===== config.mk =====
export PLATFORM = sky130hd
export DESIGN_NAME = lock_table_deadlock_detector
export DESIGN_NICKNAME = d
export VERILOG_FILES = /design/src/rtl/ltdd_pkg.sv /design/src/rtl/lock_table_deadlock_detector.sv /design/src/rtl/ltdd_ctrl.sv /design/src/rtl/ltdd_dp.sv
export VERILOG_INCLUDE_DIRS = /design/src /design/src/rtl
export SDC_FILE = /design/constraint.sdc
export NUM_CORES = 1
export LEC_CHECK = 0
export ABC_AREA = 0
export BUFFER_PORTS_ARGS = -buffer_cell sky130_fd_sc_hd__buf_4
export CAP_MARGIN = 30
export CELL_PAD_IN_SITES_DETAIL_PLACEMENT = 1
export CELL_PAD_IN_SITES_GLOBAL_PLACEMENT = 1
export CORE_MARGIN = 1
export CORE_UTILIZATION = 41
export DETAILED_ROUTE_END_ITERATION = 6
export PLACE_DENSITY_LB_ADDON = 0.1
export SLEW_MARGIN = 20
export SYNTH_ARGS = -nofsm -noshare
export SYNTH_HDL_FRONTEND = slang
export SYNTH_SLANG_ARGS = --single-unit
export TNS_END_PERCENT = 100

===== constraint.sdc =====
create_clock -name clk -period 5.36 [get_ports clk]
set_input_delay 1.072 -clock clk [delete_from_list [all_inputs] [get_ports clk]]
set_output_delay 1.072 -clock clk [all_outputs]
set_load 0.005 [all_outputs]

===== src/rtl/lock_table_deadlock_detector_macros.svh =====
// ----------------------------------------------------------------------------
// Assertion macros for the lock table deadlock detector
// Shorthand for clocked implications checked under the asynchronous reset.
// ----------------------------------------------------------------------------
`ifndef LOCK_TABLE_DEADLOCK_DETECTOR_MACROS_SVH
`define LOCK_TABLE_DEADLOCK_DETECTOR_MACROS_SVH

// Consequent must hold in the same cycle as the antecedent.
`define LTDD_ASSERT_IMPL(label, ante, cons, msg) \
	label: assert property (@(posedge clk) disable iff (!arst_n) (ante) |-> (cons)) \
		else $error(msg);

// Consequent must hold in the cycle after the antecedent.
`define LTDD_ASSERT_NEXT(label, ante, cons, msg) \
	label: assert property (@(posedge clk) disable iff (!arst_n) (ante) |=> (cons)) \
		else $error(msg);

`endif


===== src/rtl/ltdd_pkg.sv =====
// ----------------------------------------------------------------------------
// ltdd_pkg
// Shared widths, result codes and controller/datapath interface types.
// ----------------------------------------------------------------------------
package ltdd_pkg;

	localparam int TID_W = 3;
	localparam int RID_W = 2;
	localparam int ST_W  = 3;

	localparam int DEF_THREADS   = 4;
	localparam int DEF_RESOURCES = 4;

	typedef enum logic [ST_W-1:0] {
		ST_GRANTED  = 3'd0,
		ST_OWNER    = 3'd1,
		ST_WAITING  = 3'd2,
		ST_DEADLOCK = 3'd3,
		ST_IGNORED  = 3'd4
	} status_t;

	// Commands from the controller to the datapath.
	typedef struct packed {
		logic capture;
		logic decide;
		logic walk;
		logic publish;
	} cmd_t;

	// Status from the datapath to the controller.
	typedef struct packed {
		logic dec_wait;
		logic walk_done;
		logic out_free;
	} sts_t;

endpackage


===== src/rtl/lock_table_deadlock_detector.sv =====
// Flow: a request is captured when accepted and decided; only a request that waits is then
// walked through the wait-for graph, and the word is published to the output register once
// that is free. No new request is taken before that publish. The walker follows one
// wait-for edge per cycle through one lock table port.
// Reset: arst_n clears the lock table, wait records and halt flag at once; ready follows.
// ----------------------------------------------------------------------------
// lock_table_deadlock_detector
// Lock table with wait-for graph deadlock detection.
// ----------------------------------------------------------------------------
// Each accepted word is a lock request. A free resource is granted to the
// requesting thread, a repeat request by the owner is reported as such, and a
// request for a busy resource records that the thread now waits on it. After
// recording a wait, the walker visits every waiting thread in ascending order
// and follows its chain of wait and owner edges; the first thread whose chain
// comes back to itself is reported as deadlocked and the block halts, after
// which every request is answered as ignored until reset. Locks are never
// released. The result word sits in an output register, so a new request may
// be taken while the previous result still waits for the consumer.

module lock_table_deadlock_detector #(
	parameter int THREADS   = ltdd_pkg::DEF_THREADS,
	parameter int RESOURCES = ltdd_pkg::DEF_RESOURCES
) (
	input  logic                       clk,
	input  logic                       arst_n,
	input  logic                       in_valid,
	output logic                       in_ready,
	input  logic [ltdd_pkg::TID_W-1:0] thread_id,
	input  logic [ltdd_pkg::RID_W-1:0] resource_id,
	output logic                       out_valid,
	input  logic                       out_ready,
	output logic [ltdd_pkg::ST_W-1:0]  status,
	output logic [ltdd_pkg::TID_W-1:0] holder_thread,
	output logic [ltdd_pkg::TID_W-1:0] deadlock_thread
);

	ltdd_pkg::cmd_t cmd;
	ltdd_pkg::sts_t sts;

	// The controller only sequences; all tables and arithmetic live in the datapath.
	ltdd_ctrl u_ctrl (
		.clk      (clk),
		.arst_n   (arst_n),
		.in_valid (in_valid),
		.in_ready (in_ready),
		.sts      (sts),
		.cmd      (cmd)
	);

	ltdd_dp #(
		.THREADS   (THREADS),
		.RESOURCES (RESOURCES)
	) u_dp (
		.clk             (clk),
		.arst_n          (arst_n),
		.cmd             (cmd),
		.sts             (sts),
		.thread_id       (thread_id),
		.resource_id     (resource_id),
		.out_ready       (out_ready),
		.out_valid       (out_valid),
		.status          (status),
		.holder_thread   (holder_thread),
		.deadlock_thread (deadlock_thread)
	);

endmodule


===== src/rtl/ltdd_ctrl.sv =====
// ----------------------------------------------------------------------------
// ltdd_ctrl
// Sequencer: capture a request, decide it, walk the wait-for graph when it waits, publish.
// ----------------------------------------------------------------------------
`include "lock_table_deadlock_detector_macros.svh"

module ltdd_ctrl (
	input  logic          clk,
	input  logic          arst_n,
	input  logic          in_valid,
	output logic          in_ready,
	input  ltdd_pkg::sts_t sts,
	output ltdd_pkg::cmd_t cmd
);

	typedef enum logic [3:0] {
		S_IDLE   = 4'b0001,
		S_DECIDE = 4'b0010,
		S_WALK   = 4'b0100,
		S_DONE   = 4'b1000
	} state_t;

	state_t state_q;
	state_t state_d;

	always_comb begin
		state_d = state_q;
		cmd     = '0;
		case (state_q)
			S_IDLE: begin
				if (in_valid) begin
					cmd.capture = 1'b1;
					state_d     = S_DECIDE;
				end
			end
			S_DECIDE: begin
				cmd.decide = 1'b1;
				state_d    = sts.dec_wait ? S_WALK : S_DONE;
			end
			S_WALK: begin
				cmd.walk = 1'b1;
				if (sts.walk_done) begin
					state_d = S_DONE;
				end
			end
			S_DONE: begin
				if (sts.out_free) begin
					cmd.publish = 1'b1;
					state_d     = S_IDLE;
				end
			end
			default: begin
				state_d = S_IDLE;
			end
		endcase
	end

	assign in_ready = (state_q == S_IDLE);

	always_ff @(posedge clk or negedge arst_n) begin
		if (!arst_n) begin
			state_q <= S_IDLE;
		end else begin
			state_q <= state_d;
		end
	end

	`LTDD_ASSERT_IMPL(a_cmd_single, 1'b1, $onehot0(cmd), "more than one datapath command at once")
	`LTDD_ASSERT_NEXT(a_publish_idle, cmd.publish, state_q == S_IDLE, "no return to idle after publish")

endmodule


===== src/rtl/ltdd_dp.sv =====
// ----------------------------------------------------------------------------
// ltdd_dp
// Lock table, wait records, halt flag, graph walker and result register.
// ----------------------------------------------------------------------------
`include "lock_table_deadlock_detector_macros.svh"

module ltdd_dp #(
	parameter int THREADS   = ltdd_pkg::DEF_THREADS,
	parameter int RESOURCES = ltdd_pkg::DEF_RESOURCES
) (
	input  logic                       clk,
	input  logic                       arst_n,
	input  ltdd_pkg::cmd_t             cmd,
	output ltdd_pkg::sts_t             sts,
	input  logic [ltdd_pkg::TID_W-1:0] thread_id,
	input  logic [ltdd_pkg::RID_W-1:0] resource_id,
	input  logic                       out_ready,
	output logic                       out_valid,
	output logic [ltdd_pkg::ST_W-1:0]  status,
	output logic [ltdd_pkg::TID_W-1:0] holder_thread,
	output logic [ltdd_pkg::TID_W-1:0] deadlock_thread
);

	localparam int TIX_W = $clog2(THREADS);
	localparam int TV_W  = $clog2(THREADS + 1);
	localparam int RIX_W = (RESOURCES > 1) ? $clog2(RESOURCES) : 1;

	logic [ltdd_pkg::TID_W-1:0] req_t_q;
	logic [ltdd_pkg::RID_W-1:0] req_r_q;

	logic [ltdd_pkg::TID_W-1:0] owner_q [RESOURCES];
	logic [THREADS-1:0]         wait_valid_q;
	logic [RIX_W-1:0]           wait_res_q [THREADS];
	logic                       halted_q;

	logic [TV_W-1:0] start_q;
	logic [TV_W-1:0] cur_q;
	logic [TV_W-1:0] cnt_q;

	logic [ltdd_pkg::ST_W-1:0]  res_status_q;
	logic [ltdd_pkg::TID_W-1:0] res_holder_q;
	logic [ltdd_pkg::TID_W-1:0] res_dead_q;

	logic                       out_valid_q;
	logic [ltdd_pkg::ST_W-1:0]  out_status_q;
	logic [ltdd_pkg::TID_W-1:0] out_holder_q;
	logic [ltdd_pkg::TID_W-1:0] out_dead_q;

	logic                       r_ok;
	logic                       t_ok;
	logic [RIX_W-1:0]           req_rix;
	logic [TIX_W-1:0]           req_tix;
	logic [TIX_W-1:0]           cur_ix;
	logic                       wv;
	logic [RIX_W-1:0]           wr;
	logic [RIX_W-1:0]           rd_addr;
	logic [ltdd_pkg::TID_W-1:0] owner_rd;
	logic                       ignored;
	logic                       is_free;
	logic                       is_owner;
	logic                       hit;
	logic                       fail;
	logic                       final_start;

	always_comb begin
		r_ok    = (int'(req_r_q) < RESOURCES);
		t_ok    = (req_t_q != '0) && (int'(req_t_q) <= THREADS);
		req_rix = RIX_W'(req_r_q);
		req_tix = TIX_W'(req_t_q - 1'b1);
		cur_ix  = TIX_W'(cur_q - 1'b1);
		wv      = wait_valid_q[cur_ix];
		wr      = wait_res_q[cur_ix];
		// One read port on the lock table: request lookup or walk step.
		rd_addr  = cmd.walk ? wr : req_rix;
		owner_rd = owner_q[rd_addr];

		ignored  = halted_q || !t_ok || !r_ok;
		is_free  = (owner_rd == '0);
		is_owner = (owner_rd == req_t_q);

		hit         = wv && !is_free && (TV_W'(owner_rd) == start_q);
		fail        = !hit && (!wv || is_free || (cnt_q == TV_W'(THREADS - 1)));
		final_start = (start_q == TV_W'(THREADS));

		sts.dec_wait  = !ignored && !is_free && !is_owner;
		sts.walk_done = hit || (fail && final_start);
		sts.out_free  = !out_valid_q || out_ready;
	end

	// State with a defined reset value.
	always_ff @(posedge clk or negedge arst_n) begin
		if (!arst_n) begin
			for (int i = 0; i < RESOURCES; i++) begin
				owner_q[i] <= '0;
			end
			for (int i = 0; i < THREADS; i++) begin
				wait_res_q[i] <= '0;
			end
			wait_valid_q <= '0;
			halted_q     <= 1'b0;
			out_valid_q  <= 1'b0;
		end else begin
			if (cmd.decide && !ignored) begin
				if (is_free) begin
					owner_q[req_rix] <= req_t_q;
				end else if (!is_owner) begin
					wait_valid_q[req_tix] <= 1'b1;
					wait_res_q[req_tix]   <= req_rix;
				end
			end
			if (cmd.walk && hit) begin
				halted_q <= 1'b1;
			end
			if (cmd.publish) begin
				out_valid_q <= 1'b1;
			end else if (out_ready) begin
				out_valid_q <= 1'b0;
			end
		end
	end

	// Request, walker and result payload.
	always_ff @(posedge clk) begin
		if (cmd.capture) begin
			req_t_q <= thread_id;
			req_r_q <= resource_id;
		end
		if (cmd.decide) begin
			res_dead_q   <= '0;
			res_holder_q <= r_ok ? owner_rd : '0;
			start_q      <= TV_W'(1);
			cur_q        <= TV_W'(1);
			cnt_q        <= '0;
			if (ignored) begin
				res_status_q <= ltdd_pkg::ST_IGNORED;
			end else if (is_free) begin
				res_status_q <= ltdd_pkg::ST_GRANTED;
				res_holder_q <= req_t_q;
			end else if (is_owner) begin
				res_status_q <= ltdd_pkg::ST_OWNER;
			end else begin
				res_status_q <= ltdd_pkg::ST_WAITING;
			end
		end
		if (cmd.walk) begin
			if (hit) begin
				res_status_q <= ltdd_pkg::ST_DEADLOCK;
				res_dead_q   <= ltdd_pkg::TID_W'(start_q);
			end else if (fail) begin
				start_q <= start_q + 1'b1;
				cur_q   <= start_q + 1'b1;
				cnt_q   <= '0;
			end else begin
				cur_q <= TV_W'(owner_rd);
				cnt_q <= cnt_q + 1'b1;
			end
		end
		if (cmd.publish) begin
			out_status_q <= res_status_q;
			out_holder_q <= res_holder_q;
			out_dead_q   <= res_dead_q;
		end
	end

	assign out_valid       = out_valid_q;
	assign status          = out_status_q;
	assign holder_thread   = out_holder_q;
	assign deadlock_thread = out_dead_q;

	`LTDD_ASSERT_IMPL(a_halt_ignores, cmd.decide && halted_q, !sts.dec_wait, "halted block recorded a wait")
	`LTDD_ASSERT_IMPL(a_dead_named, out_valid_q && (out_status_q == ltdd_pkg::ST_DEADLOCK), out_dead_q != '0, "deadlock word without a thread")
	`LTDD_ASSERT_IMPL(a_dead_only, out_valid_q && (out_status_q != ltdd_pkg::ST_DEADLOCK), out_dead_q == '0, "thread named without a deadlock")

endmodule

---- Word-level counts from Yosys, hierarchy flattened ----
Cells that the tools add are included.
cells by class
  $add $sub $neg .......................... 4
  $lt $le $gt $ge ......................... 10
  equal/unequal tests ..................... 11
  mux-type cells .......................... 53
  bitwise operators ....................... 7
  reductions and logical operators ........ 30
operator list
  cell                                                 count
  two-way mux 3 bit                                    25
  two-way mux 4 bit                                    4
  case mux 4 bit (4 select lines)                      1
  bitwise mux 12 bit                                   1
  >= comparator 3 bit (second input constant)          4
  logical AND 1 bit                                    12
  NOT 2 -> 3 bit                                       4
  two-way mux 1 bit                                    10
  two-way mux 2 bit                                    5
  bitwise mux 8 bit                                    1
  logical NOT 1 bit                                    7
  adder 3 x 1 -> 3 bit (second input constant)         2
  binary-select mux 3 bit (select 2 bit)               1
  demux 3 bit (select 2 bit)                           1
  == test 3 bit                                        2
  < comparator 2 x 3 -> 1 bit (second input constant)  2
  < comparator 3 x 1 -> 1 bit (second input constant)  2
  inequality test 2 bit (second input constant)        3
  AND reduction 3 bit                                  2
  logical OR 1 bit                                     5
  binary-select mux 2 bit (select 2 bit)               1
  demux 2 bit (select 2 bit)                           1
  == test 4 x 1 -> 1 bit (second input constant)       1
  == test 4 x 2 -> 1 bit (second input constant)       1
  15 further kinds                                     17
storage, ports and cells
  flip-flop bits (word level) ............. 62
  bits of input ports ..................... 9
  output and inout port bits .............. 11

---- Depth between registers and ports, before layout ----
  word-level depth ........................ 20
  mapped depth ............................ 11

---- Cells and area by module ----
Synthesis repeated with hierarchy kept, for this count alone.
second synthesis, totals
  cells, all modules ...................... 281
  area total of the unflattened synthesis .. 3204.3 um^2
modules (own cells, without submodules)
  module     times used  cells each  area each (um^2)  seq. area each (um^2)
  ltdd_dp    1           255         2950.3            1441.4
  ltdd_ctrl  1           26          254.0             101.3

---- Worst setup path before layout ----
No wires, ideal clock.
  path type ............................... reg-to-reg
  from .................................... register u_ctrl.state_q[3]
  to ...................................... register u_dp.wait_res_q[7] (netlist name)
  library setup time ...................... 0.125 ns
  arrival time ............................ 3.106 ns
  required time ........................... 5.235 ns
  path slack .............................. 2.129 ns
  stages on the path, launching flop included .. 10
  clock period less this slack ............ 3.231 ns
  path through ............................ dfrtp_1 -> nor4b_4 -> clkbuf_1 -> o21ai_1 -> o221a_2 -> nor2_1 -> nor2_1 -> o41a_1 -> or4b_4 -> mux2_4
on the way
  longest elaborated chain between the ends .. 10
  elaborated cells on any way between the ends .. 15
  those cells by class .................... 3 x eq/ne; 6 x mux; 3 x bitwise; 3 x reduce/logical
RTL lines
  item                                                   RTL line                      text
  from (decl)                                            ltdd_ctrl.sv:23               state_t state_q;
  from (signal assigned)                                 ltdd_ctrl.sv:64               state_q <= state_d;
  == test 4 x 3 -> 1 bit                                 ltdd_ctrl.sv:29               case (state_q)
  two-way mux 1 bit                                      ltdd_ctrl.sv:29
  two-way mux 2 bit                                      ltdd_dp.sv:74                 rd_addr = cmd.walk ? wr : req_rix;
  NOT 2 -> 3 bit (not written as such)                   ltdd_dp.sv:75                 owner_rd = owner_q[rd_addr];
  binary-select mux 3 bit (select 2 bit)                 ltdd_dp.sv:75
  two-way mux 3 bit (not written as such) (2 in series)  ltdd_dp.sv:75
  == test 3 bit or logical NOT 3 bit (tied branches)     ltdd_dp.sv:79, ltdd_dp.sv:78
  NOT 1 bit (no source line)                             --
  AND reduction 3 bit (no source line) *                 --
  to (signal, indexed assignment)                        ltdd_dp.sv:108                wait_res_q[req_tix] <= req_rix;
  to (decl)                                              ltdd_dp.sv:33                 logic [RIX_W-1:0] wait_res_q [THREADS];
Every way passes the cells marked *; elsewhere a longest branch is shown, timed or not. The select of a mux whose other input is x is not followed.
A chain may end at the register's enable or synchronous reset.

---- Worst setup path in the final report ----
  from .................................... register u_ctrl.state_q[3]
  to ...................................... register u_dp.res_dead_q[2] (netlist name)
on the way
  longest elaborated chain between the ends .. 13
  elaborated cells on any way between the ends .. 17
  those cells by class .................... 3 x eq/ne; 9 x mux; 1 x bitwise; 4 x reduce/logical
RTL lines
  item                                                   RTL line         text
  == test 4 x 3 -> 1 bit                                 ltdd_ctrl.sv:29
  two-way mux 1 bit                                      ltdd_ctrl.sv:29
  two-way mux 2 bit                                      ltdd_dp.sv:74
  NOT 2 -> 3 bit (not written as such)                   ltdd_dp.sv:75
  binary-select mux 3 bit (select 2 bit)                 ltdd_dp.sv:75
  two-way mux 3 bit (not written as such) (2 in series)  ltdd_dp.sv:75
  logical NOT 3 bit                                      ltdd_dp.sv:78    is_free = (owner_rd == '0);
  logical NOT 1 bit                                      ltdd_dp.sv:81    hit = wv && !is_free && (TV_W'(owner_rd) == start_q);
  logical AND 1 bit (2 in series)                        ltdd_dp.sv:81
  two-way mux 3 bit                                      ltdd_dp.sv:146   if (hit) begin
  two-way mux 3 bit *                                    ltdd_dp.sv:145   if (cmd.walk) begin
  to (signal assigned)                                   ltdd_dp.sv:148   res_dead_q <= ltdd_pkg::TID_W'(start_q);
  to (decl)                                              ltdd_dp.sv:42    logic [ltdd_pkg::TID_W-1:0] res_dead_q;
Marks and branches as above.

==> impl_metrics.toml <==
[outcome]
status = "complete, no violations"

[logic_synthesis]
ys_types = 54
synthFlopType = "dfrtp_1"
yosys.area.top_type = "dfrtp_1"
syn-cell-area_mm2 = 0.00283
yosysSeqAreaShare = 0.545
synth-seq-cells = 61
synth.most_common_cell = "dfrtp_1"
netlist.area_leader.share = 0.257
synthTopCellsByCount = "29 x dfrtp_1, 22 x nand2_1, 17 x edfxtp_1"
synth_cells = 251
syn_nets = 264
async_reset_ff_frac = 0.492
yosys_warnings = 0
syn_area_per_cell_um2 = 11.3
synth_edf_count = 17
synth_area_leaders = "dfrtp_1 26%, edfxtp_1 18%, dfxtp_1 9.9%"

[worst_setup_path]
critPathKind = "reg -> reg"
crit_chain = "nor4b_4 > buf_6 > mux2i_2 > mux2i_1 > mux2i_2 > xnor2_1 > nor4_1 > and2_1 > o21ai_0"
r2r_start = "u_ctrl.state_q[3]"
critPathTopFamily = "simple AND/OR/NAND/NOR gates"
reg2reg_slack_ps = 1590
crit_arrival_ps = 3980
crit_path_frequent_cell = "mux2i_2"
crit_end = "u_dp.res_dead_q[2]"
critPathLaunchType = "flip-flop"
path_depth = 9
end_kind = "flip-flop"
slowest_delay_ps = 600
cp_num_buf_inv = 1
critPathLaunch = "u_ctrl.state_q[3]"
crit_fanout = 9
required_ps = 5570
reg2reg_depth = 9
cp_slowest_cell = "nor4_1"
crit-reg2reg-capture = "u_dp.res_dead_q[2]"

[global_route]
grt_usage = 0.185
use_met2 = 0.286
antenna_found_initial = 0
met1_usage = 0.256
use_met3 = 0.0409
grt_pass1_wl_um = 10100
overflow = 0
busiest_layer = "met2"
grt_max_degree = 31
grt_pass1_vias = 1971

[final_layout]
seqCellArea_mm2 = 0.00154
area_growth_pct = 14.9
final_core_util = 0.500
diodes = 0
num-nets-final = 286
stdcell_count = 355
multi_input_area_mm2 = 0.00119
fill_cells = 705
drive_above_1_share = 0.223
postLayoutCellArea_mm2 = 0.00325

[routing]
wl_um = 6170
via_per_inst = 5.60
wire_per_inst_um = 17.4
drtIter0Drc = 115
drc_errors = 0
ant_nets = 0
vias = 1988
first_pass_iters = 4

[clock_network]
postCtsHoldBufs = 0
clk_pin_slew_ps = 60
clk_path_buf_depth = 2
numClockSinks = 61
cts_root_buf = "clkbuf_8"
htreeDepth = 3
insertion_delay_ps = 330
cts_resized = 0
numCtsBuffers = 9
postCtsSetupBuffers = 0
cts_tree = "yes"

[floorplanning]
die_w_um = 85.1
chipHeight_um = 85.1
initial_core_util = 0.436
die_area_mm2 = 0.00724
ios = 20
rows = 29
fp.coreArea_mm2 = 0.00649

[sta]
rsz0062_at_grt = "no"
period_needed_ps = 3770
period_share = 0.703
clock.fmax_ghz = 0.265
skew_ps = 7.80
setup_slack_ps = 1590
fin_setup_tns_ps = 0
final_max_slew_viol_count = 0
relSlewSlack = 0.526
tightest_slew_ps = 710
hold_viol = 0
setup_viol = 0

[placement]
place_congestion = 0.821
dp.cells = 337
dpl_worst_slack_ps = 1460
place_area_mm2 = 0.00303
dp_hpwl_um = 4350
port_buffers = 19

[run]
maxCapViolCount = 0

[hold_path]
hp-class = "reg -> reg"

[power]
power_density_mw_per_mm2 = 482
p_clk_frac = 0.274
p_sw_uw = 508
max-vdd-ir-drop_uv = 270
p_int_uw = 1060
combPwrFrac = 0.279
leakage_uw = 0.00137
p_sw_frac = 0.324
pwr-share-seq = 0.447
[cells by family after synthesis]
group	count (synthesis)	synth area share
AND/OR/NAND/NOR	87	0.165
flip-flops	61	0.545
AO/OA/AOI/OAI	50	0.130
buffers and inverters	24	0.0336
multiplexers	20	0.0938
XOR/XNOR	5	0.0155
adder cells (fa/ha/maj)	4	0.0177
[worst min-delay path by stage]
stage                         start                    end  slack [ps]  depth (start not counted)
2_1_floorplan  u_dp.res_holder_q[0]  u_dp.holder_thread[0]         400                          0
3_5_place_dp   u_dp.res_holder_q[0]  u_dp.holder_thread[0]         410                          0
5_1_grt        u_dp.res_holder_q[1]  u_dp.holder_thread[1]         430                          0
4_1_cts        u_dp.res_holder_q[0]  u_dp.holder_thread[0]         420                          0
3_3_place_gp   u_dp.res_holder_q[2]  u_dp.holder_thread[2]         410                          0
6_report       u_dp.res_holder_q[0]  u_dp.holder_thread[0]         420                          0
[area by class of cell]
class / count / share of cell area
Sequential cell: 61 / 0.475
Clock inverter: 6 / 0.0239
Tap cell: 77 / 0.0296
Timing Repair Buffer: 22 / 0.0512
Multi-Input combinational cell: 166 / 0.366
Inverter: 13 / 0.0150
Clock buffer: 10 / 0.0393
[power groups by stage]
stage | Sequential (uW) | Clock, uW | Combinational (uW)
after detailed placement | 707 | 0 | 437
after CTS | 700 | 439 | 440
final | 700 | 430 | 438
after global routing | 717 | 463 | 481
after global placement | 706 | 0 | 431
after floorplan | 660 | 0 | 355
[worst register-to-register path: stages, from the launching register on]
cell and delay (ps):
dfrtp_1 420, nor4b_4 580, buf_6 230, mux2i_2 490, mux2i_1 190, mux2i_2 460
xnor2_1 200, nor4_1 600, and2_1 350, o21ai_0 120
[stage by stage]
step | total power, uW | hold WS (ps)
2_1_floorplan | 1010 | 400
3_3_place_gp | 1140 | 408
3_5_place_dp | 1140 | 408
4_1_cts | 1580 | 423
5_1_grt | 1660 | 430
6_report | 1570 | 422
[metal layers]
metal,vias to the layer above,share of wire
li1,962,-
met1,986,0.49
met2,31,0.47
met3,9,0.025
met4,0,0.013
met5,-,0
[registers in the layout, indices dropped and copies added, names as in the netlist, 4 cells and up]
register           cells
u_ctrl.state_q         4
u_dp.owner_q          12
u_dp.wait_res_q        8
u_dp.wait_valid_q      4
[cells in the final DEF (no fill, tap or decap), types with 3 or more instances in the layout]
cell type   n
dfxtp_1    14
nor2_1     14
o21bai_1    5
o221ai_1    4
dfrtp_1    29
xnor2_1     5
and2_1      6
inv_1      13
mux2_2      8
nor4_1      4
o21ai_0    12
or2_1       3
clkbuf_8    9
buf_4      20
nand2_1    22
nand3_1    12
o31ai_1     4
ha_1        4
edfxtp_1   17
a31o_2      3
nand2b_1    4
mux4_2      3
a21oi_1     3
mux2i_1     5
nor3_1     10
Power figures use the tool's default switching activity.
